## config.mk

```make
export PLATFORM = sky130hd
export DESIGN_NAME = lru_key_value_cache
export DESIGN_NICKNAME = d
export VERILOG_FILES = /design/src/hdl/lkv_pkg.sv /design/src/hdl/lkv_ctrl.sv /design/src/hdl/lkv_dpath.sv /design/src/hdl/lru_key_value_cache.sv
export SDC_FILE = /design/constraint.sdc
export NUM_CORES = 2
export LEC_CHECK = 0
export ABC_AREA = 1
export BUFFER_PORTS_ARGS = -buffer_cell sky130_fd_sc_hd__buf_2
export CELL_PAD_IN_SITES_DETAIL_PLACEMENT = 1
export CELL_PAD_IN_SITES_GLOBAL_PLACEMENT = 1
export CORE_UTILIZATION = 50
export CTS_CLUSTER_SIZE = 14
export DETAILED_ROUTE_END_ITERATION = 12
export PLACE_DENSITY_LB_ADDON = 0.1
export SYNTH_ARGS = -nofsm -noshare
export SYNTH_HDL_FRONTEND = slang
export SYNTH_SLANG_ARGS = --single-unit
```

## constraint.sdc

```tcl
create_clock -name clk -period 10 [get_ports clk]
set_input_delay 2 -clock clk [delete_from_list [all_inputs] [get_ports clk]]
set_output_delay 2 -clock clk [all_outputs]
set_load 0.05 [all_outputs]
```

## src/hdl/lkv_pkg.sv

```systemverilog
// ----------------------------------------------------------------------------
// lkv_pkg
// Shared types and constants for the LRU key-value cache: result codes,
// operation codes and the command/status bundles between control and datapath.
// ----------------------------------------------------------------------------
package lkv_pkg;

    // Field widths fixed by the item format
    localparam int CAP_W  = 5;
    localparam int WORD_W = 32;
    localparam int STAT_W = 2;

    // Capacity after reset
    localparam logic [CAP_W-1:0] CAP_RESET = 5'd16;

    // Operation codes
    localparam logic CMD_PUT = 1'b0;
    localparam logic CMD_GET = 1'b1;

    // Result codes
    typedef enum logic [STAT_W-1:0] {
        STAT_FOUND = 2'd0,
        STAT_MISS  = 2'd1,
        STAT_ERROR = 2'd2
    } status_t;

    // Controller to datapath
    typedef struct packed {
        logic capture;   // latch the item and its key compare
        logic execute;   // apply lookup, update ages and storage
    } ctrl_cmd_t;

    // Datapath to controller
    typedef struct packed {
        logic need_resp; // current item produces a result
    } dp_status_t;

endpackage

```

## src/hdl/lkv_ctrl.sv

```systemverilog
// ----------------------------------------------------------------------------
// lkv_ctrl
// Sequencer for the cache: idle, execute, and a one-cycle result slot for
// items that produce a result.
// ----------------------------------------------------------------------------
module lkv_ctrl (
    input  logic               clk,
    input  logic               rst_n,
    input  logic               start,
    input  lkv_pkg::dp_status_t stat,
    output lkv_pkg::ctrl_cmd_t  ctrl,
    output logic               busy,
    output logic               done
);
    import lkv_pkg::*;

    typedef enum logic [2:0] {
        S_IDLE = 3'b001,
        S_EXEC = 3'b010,
        S_RESP = 3'b100
    } state_t;

    state_t state_reg;
    state_t state_next;

    // Next state
    always_comb
    begin
        state_next = state_reg;
        case (state_reg)
            S_IDLE:
            begin
                if (start)
                begin
                    state_next = S_EXEC;
                end
            end
            S_EXEC:
            begin
                state_next = stat.need_resp ? S_RESP : S_IDLE;
            end
            S_RESP:
            begin
                state_next = S_IDLE;
            end
            default:
            begin
                state_next = S_IDLE;
            end
        endcase
    end

    // State register
    always_ff @(posedge clk or negedge rst_n)
    begin
        if (!rst_n)
        begin
            state_reg <= S_IDLE;
        end
        else
        begin
            state_reg <= state_next;
        end
    end

    // Commands and handshake
    assign ctrl.capture = (state_reg == S_IDLE) && start;
    assign ctrl.execute = (state_reg == S_EXEC);
    assign busy         = (state_reg != S_IDLE);
    assign done         = (state_reg == S_RESP);

endmodule

```

## src/hdl/lkv_dpath.sv

```systemverilog
// ----------------------------------------------------------------------------
// lkv_dpath
// Key store with parallel compare, per-entry recency ranks, data memory
// and the capacity register.
// ----------------------------------------------------------------------------
module lkv_dpath #(
    parameter int MAX_ENTRIES = 16
) (
    input  logic                        clk,
    input  logic                        rst_n,
    input  lkv_pkg::ctrl_cmd_t          ctrl,
    output lkv_pkg::dp_status_t         stat,
    input  logic                        cfg_we,
    input  logic [lkv_pkg::CAP_W-1:0]   cfg_wdata,
    input  logic                        cmd,
    input  logic signed [lkv_pkg::WORD_W-1:0] key,
    input  logic signed [lkv_pkg::WORD_W-1:0] data,
    output logic [lkv_pkg::STAT_W-1:0]  status,
    output logic signed [lkv_pkg::WORD_W-1:0] value
);
    import lkv_pkg::*;

    localparam int IW  = $clog2(MAX_ENTRIES);
    localparam int CW  = $clog2(MAX_ENTRIES + 1);
    localparam int CMW = (CW > CAP_W) ? CW : CAP_W;

    // Configuration
    logic [CAP_W-1:0]  capacity_reg;

    // Entry state
    logic [WORD_W-1:0] key_reg   [MAX_ENTRIES];
    logic [MAX_ENTRIES-1:0] valid_reg, valid_next;
    logic [IW-1:0]     age_reg   [MAX_ENTRIES];
    logic [IW-1:0]     age_next  [MAX_ENTRIES];
    logic [CW-1:0]     fill_reg, fill_next;
    logic [WORD_W-1:0] data_mem  [MAX_ENTRIES];

    // Captured item
    logic              cmd_reg;
    logic [WORD_W-1:0] key_in_reg;
    logic [WORD_W-1:0] data_in_reg;
    logic [MAX_ENTRIES-1:0] hit_vec_reg;

    // Result
    status_t           status_reg, status_next;
    logic [WORD_W-1:0] rd_data_reg;

    // Execute-cycle decisions
    logic              cap_zero;
    logic              fill_lt_cap;
    logic              hit_any;
    logic [IW-1:0]     hit_idx;
    logic [IW-1:0]     hit_age;
    logic [IW-1:0]     oldest_age;
    logic [IW-1:0]     victim_idx;
    logic [IW-1:0]     tgt_idx;
    logic [IW-1:0]     tgt_lim;
    logic              age_all;
    logic              do_touch;
    logic              key_we;
    logic              mem_we;
    logic              mem_re;

    assign cap_zero    = (capacity_reg == '0);
    assign fill_lt_cap = (CMW'(fill_reg) < CMW'(capacity_reg)) &&
                         (fill_reg != CW'(MAX_ENTRIES));
    assign stat.need_resp = (cmd_reg == CMD_GET) || cap_zero;

    // Capacity register
    always_ff @(posedge clk or negedge rst_n)
    begin
        if (!rst_n)
        begin
            capacity_reg <= CAP_RESET;
        end
        else if (cfg_we)
        begin
            capacity_reg <= cfg_wdata;
        end
    end

    // Item capture with parallel key compare
    always_ff @(posedge clk)
    begin
        if (ctrl.capture)
        begin
            cmd_reg     <= cmd;
            key_in_reg  <= key;
            data_in_reg <= data;
            for (int i = 0; i < MAX_ENTRIES; i++)
            begin
                hit_vec_reg[i] <= valid_reg[i] && (key_reg[i] == key);
            end
        end
    end

    // Hit index and rank; the oldest valid entry holds rank fill-1
    assign oldest_age = IW'(fill_reg - CW'(1));

    always_comb
    begin
        hit_idx    = '0;
        hit_age    = '0;
        victim_idx = '0;
        for (int i = 0; i < MAX_ENTRIES; i++)
        begin
            if (hit_vec_reg[i])
            begin
                hit_idx = hit_idx | IW'(i);
                hit_age = hit_age | age_reg[i];
            end
            if (valid_reg[i] && (age_reg[i] == oldest_age))
            begin
                victim_idx = victim_idx | IW'(i);
            end
        end
    end

    assign hit_any = |hit_vec_reg;

    // Execute: choose the target entry and the kind of update
    always_comb
    begin
        tgt_idx     = hit_idx;
        tgt_lim     = hit_age;
        age_all     = 1'b0;
        do_touch    = 1'b0;
        key_we      = 1'b0;
        mem_we      = 1'b0;
        mem_re      = 1'b0;
        valid_next  = valid_reg;
        fill_next   = fill_reg;
        status_next = status_reg;
        if (ctrl.execute)
        begin
            if (cap_zero)
            begin
                status_next = (cmd_reg == CMD_GET) ? STAT_MISS : STAT_ERROR;
            end
            else if (cmd_reg == CMD_GET)
            begin
                if (hit_any)
                begin
                    do_touch    = 1'b1;
                    mem_re      = 1'b1;
                    status_next = STAT_FOUND;
                end
                else
                begin
                    status_next = STAT_MISS;
                end
            end
            else if (hit_any)
            begin
                // update existing key
                do_touch = 1'b1;
                mem_we   = 1'b1;
            end
            else if (fill_lt_cap)
            begin
                // valid entries always occupy the low indexes
                tgt_idx             = fill_reg[IW-1:0];
                age_all             = 1'b1;
                do_touch            = 1'b1;
                key_we              = 1'b1;
                mem_we              = 1'b1;
                valid_next[tgt_idx] = 1'b1;
                fill_next           = fill_reg + CW'(1);
            end
            else
            begin
                // evict least recently used
                tgt_idx  = victim_idx;
                age_all  = 1'b1;
                do_touch = 1'b1;
                key_we   = 1'b1;
                mem_we   = 1'b1;
            end
        end
    end

    // Recency update: target becomes 0, younger valid entries age by one
    always_comb
    begin
        for (int i = 0; i < MAX_ENTRIES; i++)
        begin
            age_next[i] = age_reg[i];
            if (do_touch)
            begin
                if (IW'(i) == tgt_idx)
                begin
                    age_next[i] = '0;
                end
                else if (valid_reg[i] && (age_all || (age_reg[i] < tgt_lim)))
                begin
                    age_next[i] = IW'(age_reg[i] + 1'b1);
                end
            end
        end
    end

    // Control state of the entries
    always_ff @(posedge clk or negedge rst_n)
    begin
        if (!rst_n)
        begin
            valid_reg  <= '0;
            fill_reg   <= '0;
            status_reg <= STAT_MISS;
            for (int i = 0; i < MAX_ENTRIES; i++)
            begin
                age_reg[i] <= '0;
            end
        end
        else
        begin
            valid_reg  <= valid_next;
            fill_reg   <= fill_next;
            status_reg <= status_next;
            for (int i = 0; i < MAX_ENTRIES; i++)
            begin
                age_reg[i] <= age_next[i];
            end
        end
    end

    // Key store
    always_ff @(posedge clk)
    begin
        if (key_we)
        begin
            key_reg[tgt_idx] <= key_in_reg;
        end
    end

    // Data memory, one port, registered read
    always_ff @(posedge clk)
    begin
        if (mem_we)
        begin
            data_mem[tgt_idx] <= data_in_reg;
        end
        if (mem_re)
        begin
            rd_data_reg <= data_mem[tgt_idx];
        end
    end

    // Result fields
    assign status = status_reg;
    assign value  = (status_reg == STAT_FOUND) ? rd_data_reg : '0;

endmodule

```

## src/hdl/lru_key_value_cache.sv

```systemverilog
// Result: a get result (or zero-capacity put error) is strobed on done in the
//   result state, entered from the execute state that the accepting edge starts.
// Items: a new item is accepted only while idle, after the key compare, the
//   update in the execute state and, for a get or error put, the result state.
// Reset: all entries invalid, capacity 16; no clearing pass. The receiver
//   cannot stall, so done is high for exactly one cycle per result.
// ----------------------------------------------------------------------------
// lru_key_value_cache
// Fully associative key-value cache with LRU replacement and run-time capacity.
// ----------------------------------------------------------------------------
module lru_key_value_cache #(
    parameter int MAX_ENTRIES = 16
) (
    input  logic                               clk,
    input  logic                               rst_n,
    input  logic                               start,
    output logic                               busy,
    input  logic                               cmd,
    input  logic signed [lkv_pkg::WORD_W-1:0]  key,
    input  logic signed [lkv_pkg::WORD_W-1:0]  data,
    output logic                               done,
    output logic [lkv_pkg::STAT_W-1:0]         status,
    output logic signed [lkv_pkg::WORD_W-1:0]  value,
    input  logic                               cfg_we,
    input  logic [lkv_pkg::CAP_W-1:0]          cfg_wdata
);
    import lkv_pkg::*;

    ctrl_cmd_t  ctrl;
    dp_status_t stat;

    // Sequencer
    lkv_ctrl u_ctrl (
        .clk   (clk),
        .rst_n (rst_n),
        .start (start),
        .stat  (stat),
        .ctrl  (ctrl),
        .busy  (busy),
        .done  (done)
    );

    // Storage and lookup
    lkv_dpath #(
        .MAX_ENTRIES (MAX_ENTRIES)
    ) u_dpath (
        .clk       (clk),
        .rst_n     (rst_n),
        .ctrl      (ctrl),
        .stat      (stat),
        .cfg_we    (cfg_we),
        .cfg_wdata (cfg_wdata),
        .cmd       (cmd),
        .key       (key),
        .data      (data),
        .status    (status),
        .value     (value)
    );

endmodule

```

After elaboration in Yosys (flattened, before gate mapping)
Memories as Yosys holds them, arrays and structs flattened. A register that Yosys moved wholly into a read port is not among the register bits.
Index checks and enable logic that the tools add are counted.
- mux-type cells: 111
- bitwise gates (word level): 19
- eq/ne operators: 52
- add/subtract/negate cells: 18
- order comparisons: 19
- reduce and logical (&&, ||, !) cells: 106
- operators by type and width (operator ; count):
    $eq 32x32->1 ; 16
    $mux 4 ; 69
    $add 4x1->4 const B ; 16
    $lt 4x4->1 ; 16
    $eq 4x4->1 ; 15
    $or 4x4->4 ; 15
    $logic_and 1x1->1 ; 50
    $reduce_and 2->1 ; 17
    $reduce_bool 2->1 ; 17
    $eq 4x4->1 const A ; 8
    $mux 32 ; 1
    $mux 3 ; 10
    $mux 1 ; 22
    $logic_or 1x1->1 ; 17
    $eq 3x4->1 const A ; 4
    $or 16x16->16 ; 1
    $reduce_or 16->1 ; 1
    $mux 2 ; 7
    $eq 2x4->1 const A ; 2
    $pmux 3 s2 ; 1
    $add 5x1->5 const B ; 1
    $logic_not 5->1 ; 1
    $lt 4x5->1 const B ; 1
    $lt 5x5->1 ; 1
    14 further kinds ; 16
- memories: 2
- word-level logic and storage cells: 352
- bits in writable memories: 1024
- output and inout port bits: 36
- register bits after elaboration: 176
- memories (name ; words ; width ; read ports ; clocked after memory_dff ; write ports ; RTL line ; text):
    u_dpath.data_mem ; 16 ; 32 ; 1 ; 1 ; 1 ; lkv_dpath.sv:36 ; logic [WORD_W-1:0] data_mem [MAX_ENTRIES];
    u_dpath.key_reg ; 16 ; 32 ; 16 ; 0 ; 1 ; lkv_dpath.sv:31 ; logic [WORD_W-1:0] key_reg [MAX_ENTRIES];

Logic depth before layout (Yosys ltp)
- depth after elaboration: 36
- mapped depth: 25
- depth with buffers taken out: 21

Cells and area by module
Synthesis repeated with hierarchy kept, for this count alone.
- cell total of the unflattened synthesis: 5131
- area total of the unflattened synthesis: 55468.2 um^2
- by module, submodules not included (module ; times used ; cells an instance ; area each (um^2) ; sequential area each (um^2)):
    lkv_dpath ; 1 ; 5114 ; 55325.6 ; 36447.5
    lkv_ctrl ; 1 ; 17 ; 142.6 ; 76.3

Worst setup path after synthesis
No wires, ideal clock.
- path type: input -> register
- start point: input start
- end point: register u_dpath.cmd_reg (enable)
- path buffers: 0
- stages: 2
- slack: 4073 ps
- library setup time: 521 ps
- required time: 9479 ps
- data arrival time: 5405 ps
- path through: inv_1 nor2_1
- RTL lines (what ; RTL line ; text):
    start, declared ; lru_key_value_cache.sv:16 ; input logic start,
    end signal, assigned ; lkv_dpath.sv:87 ; cmd_reg <= cmd;
    end, declared ; lkv_dpath.sv:39 ; logic cmd_reg;

Worst setup path after layout
- start point: register u_dpath.fill_reg[0]
- end point: memory u_dpath.data_mem[12][20] (enable)
- word-level cells in the longest chain between the ends: 23
- elaborated cells on any way between the ends: 54
- classes of those cells: add/sub (1); order compare (1); eq/ne (16); mux (20); reduce/logical (16)
- RTL lines (what ; RTL line ; text):
    start, declared ; lkv_dpath.sv:35 ; logic [CW-1:0] fill_reg, fill_next;
    start signal, assigned ; lkv_dpath.sv:218 ; fill_reg <= fill_next;
    $sub 4x1->4 ; lkv_dpath.sv:98 ; assign oldest_age = IW'(fill_reg - CW'(1));
    $eq 4x4->1 ; lkv_dpath.sv:112 ; if (valid_reg[i] && (age_reg[i] == oldest_age))
    $logic_and 1x1->1 ; lkv_dpath.sv:112 ;
    $mux 1 ; lkv_dpath.sv:112 ;
    $mux 2 (2 in a row) ; lkv_dpath.sv:112 ;
    $mux 3 (4 in a row) ; lkv_dpath.sv:112 ;
    $mux 4 (8 in a row) ; lkv_dpath.sv:112 ;
    $mux 4 * ; lkv_dpath.sv:159 ; else if (fill_lt_cap)
    $mux 4 * ; lkv_dpath.sv:153 ; else if (hit_any)
    $mux 4 * ; lkv_dpath.sv:140 ; else if (cmd_reg == CMD_GET)
    $mux 4 * ; lkv_dpath.sv:136 ; if (cap_zero)
    $mux 4 * ; lkv_dpath.sv:134 ; if (ctrl.execute)
    end, declared ; lkv_dpath.sv:36 ;
Mark *: on every way between the ends. The rest lies on a longest branch, timed or not.

==> qor_table.md <==
| Parameter | This run | Unit |
|:---|:---|:---|
| Static Leak | 24.1 | nW |
| Filler cell count | 11499 | - |
| Synthesized area | 55000 | um2 |
| Number of flip-flops and latches in the synthesized netlist | 1232 | - |
| Layout Skew | 0.0343 | ns |
| Count of TritonRoute iterations in the first routing pass | 5 | - |
| Leading cell types by count after synthesis | nand2_1 (1765), edfxtp_1 (1137), nand3_1 (385) | - |
| Final standard cell area without fillers | 61600 | um2 |
| Max Clk Rate | 157 | MHz |
| Synth top area cells | edfxtp_1 (62%), nand2_1 (12%), dfrtp_1 (4.2%) | - |
| Vias per Instance | 6.12 | - |
| Arithmetic-cell share of the synthesized area counting full adders, half adders and majority gates | 1.64 | % |
| Instance area after placement | 57300 | um2 |
| Multiplexer share of the synthesized area | 0 | % |
| Vias post-DR | 40950 | - |
| Width of the chip | 334 | um |
| Category of the most critical setup path | flip-flop to flip-flop | - |
| Die area | 111000 | um2 |
| Core area | 109000 | um2 |
| Proportion of layout cells with a drive suffix above 1 | 10.8 | % |
| Number of max-cap violations | 0 | - |
| Clock Path Buffers | 3 | - |
| Status | complete, no violations | - |
| Critical path capture point type | flip-flop | - |
| Area fraction in and, or, nand and nor cells after synthesis | 19.7 | % |
| Synth area leader | edfxtp_1 | - |
| Die height | 334 | um |
| Number of endpoints with negative hold slack in the final report | 0 | - |
| Number of gates resized after cts | 0 | - |
| Number of primary I/O pins | 110 | - |
| Met1 GRT Util | 42.8 | % |
| Iter 0 DRT Violations | 4066 | - |
| Portion of the post-synthesis area used by sequential elements | 66.4 | % |
| Netlist cell types | 55 | - |
| Slew headroom | 11.9 | % |
| Setup violation total in the final timing report | 0 | - |
| Htree depth | 4 | - |
| Post-route setup TNS | 0 | ns |
| Post-detailed-route count of antenna-violating nets | 0 | - |
| TritonCTS clock tree | done | - |
| Overall overflow remaining after global route | 0 | - |
| Area of the multi-input gates | 16400 | um2 |
| Synthesized-area fraction occupied by ao, oa, aoi and oai cells | 5.73 | % |
| Total track usage | 34.0 | % |
| Layout overhead on the synthesized area | 11.9 | % |
| Highest-utilization routing layer at the global route stage | met2 | - |
| Total Power | 0.0122 | W |
| Critical path's largest stage delay | 0.98 | ns |
| Slew of the pin with the lowest slew margin | 1.32 | ns |
| Initial antenna violation count | 7 | - |
| Net count of the mapped netlist | 5198 | - |
| Port bufs | 109 | - |
| Tcrit/Tclk final | 63.8 | % |
| DRC violation count after routing | 0 | - |
| Number of buffers inserted by hold repair at cts | 0 | - |
| Fraction of met2 tracks used by global routing | 57.1 | % |
| WL per Instance | 28.2 | um |
| Most frequent cell after synthesis | nand2_1 | - |
| First-pass GRT wire length | 275 | mm |
| Crit path top cell by count | nand2_1 | - |
| Gate Count Post-Synth | 5052 | - |
| Critical path cell sequence | inv_2 > ha_1 > inv_1 > nand2_1 > nand4_1 > nor2_1 > nand2_1 > nand2_1 > nor2_1 > nand3_1 > nand3b_2 > nor2_4 > buf_4 > nand2_1 > nor2_4 > buf_4 | - |
| Cell with the largest stage delay on the worst path | ha_1 | - |
| Unrepaired setup endpoints after global routing | no | - |
| Type of element launching the critical path | flip-flop | - |
| Total power density per cell area | 199 | nW/um2 |
| Number of flops mapped to enable cells by yosys | 1137 | - |
| Pin count of the biggest net entering global routing | 184 | - |
| Total number of yosys warnings | 0 | - |
| Sequential cell area | 36500 | um2 |
| Final-stage net count | 5320 | - |
| CTS clock-pin slew for the worst setup and hold paths | 0.06 | ns |
| HP Class | flip-flop to flip-flop | - |
| Number of slew-limit violations in the final report | 0 | - |
| Final WL | 189 | mm |
| Reg2Reg Depth | 16 | - |
| HPWL reported at the end of detailed placement | 112 | mm |
| Combinational family with the most area after synthesis | simple AND/OR/NAND/NOR gates | - |
| Fraction of met3 tracks used by global routing | 5.47 | % |
| Most used flip-flop cell after synthesis | edfxtp_1 | - |
| Maximum vdd ir drop | 0.167 | mV |
| Num rows | 121 | - |
| Shortest period the worst path allows | 6.38 | ns |
| Post-CTS Setup Bufs | 0 | - |
| Syn avg cell area | 10.9 | um2 |
| Area share of xor/xnor cells in the synthesized design | 2.31 | % |
| Hold-critical path depth | 0 | - |
| Area fraction of the dominant cell type after synthesis | 62.0 | % |
| Arr. time, crit path | 6.76 | ns |
| Req. time, crit path | 10.38 | ns |
| Clock buffer count from CTS | 135 | - |
| Worst-path maximum fanout | 32 | - |
| Clock insertion delay at the later pin of the skew report | 0.77 | ns |
| Count of clock tree sinks | 1232 | - |
| Starting density of the core | 50.5 | % |
| Clk Tree Root Cell | clkbuf_16 | - |
| RePlAce Congestion | 0.948 | - |
| Async set-reset flop share out of synthesis | 7.71 | % |
| Vias in the first global route | 41845 | - |
-- layer usage --
metal	up-vias	part of all wire (%)
met5	-	0.010
met4	2	5.2
met3	501	7.4
met2	1818	48
met1	20840	39
li1	17789	-
-- through the flow --
step	hold slack (ns)	cells	util (%)	worst slack, ns
floorplan	0.446	5052	-	4.07
global placement	0.433	6451	52.5	3.95
detailed placement	0.440	6451	52.5	3.83
CTS	0.454	6693	56.5	3.80
global route	0.464	6693	56.5	3.41
finish	0.460	6696	56.5	3.62
-- worst paths after layout --
check | from | slack (ns) | endpoint
min reg2reg | u_dpath.key_in_reg[6] | 0.46 | u_dpath.key_reg[7][6]
min | u_dpath.key_in_reg[6] | 0.46 | u_dpath.key_reg[7][6]
min in group asynchronous | rst_n | 1.27 | u_dpath.age_reg[17]
max | u_dpath.fill_reg[0] | 3.62 | u_dpath.data_mem[12][20]
max reg2reg | u_dpath.fill_reg[0] | 3.62 | u_dpath.data_mem[12][20]
max in group asynchronous | rst_n | 7.58 | u_dpath.age_reg[56]
-- area by class of cell --
class,instances,area share [%]
well taps,1414,2.87
multi-input cells,3276,26.7
diodes,3,0.0122
clock inverters,69,0.967
flip-flops and latches,1232,59.3
inverters,311,1.91
repair buffers,218,2.24
clock buffers,173,6.05
-- critical path: cells and delay by family, from the launching register on --
kind	cells	cell delay [ns]
AND/OR/NAND/NOR	11	2.18
buffers and inverters	4	1.82
adder cells (fa/ha/maj)	1	0.98
flip-flops	1	0.94
-- power by group --
part           switching, W  internal, W
combinational      0.000896     0.000214
sequential         0.000256      0.00595
clock               0.00208      0.00284
-- placed cells by master, fill, tap and decap left out, types with 71 or more instances in the layout --
| cell type | netlist | routed |
|---|---|---|
| o22ai_1 | 99 | 99 |
| buf_4 | 14 | 109 |
| inv_1 | 284 | 284 |
| or2_2 | 71 | 71 |
| nor2_1 | 166 | 148 |
| buf_2 | 75 | 108 |
| nand2_1 | 1765 | 1765 |
| clkbuf_16 | 0 | 141 |
| nand3_1 | 385 | 385 |
| ha_1 | 72 | 72 |
| edfxtp_1 | 1137 | 1137 |
| dfrtp_1 | 92 | 92 |
| o21ai_0 | 151 | 151 |
| xor2_1 | 76 | 76 |
-- kinds of logic (layout without fill, tap and decap cells) --
family          count (synthesis)  after routing
simple gates                 2575           2575
flops                        1232           1232
buf+inv                       544            771
compound gates                484            484
xor+xnor                      145            145
fa+ha+maj                      72             72
other cells                     0              3
Power figures use the tool's default switching activity.
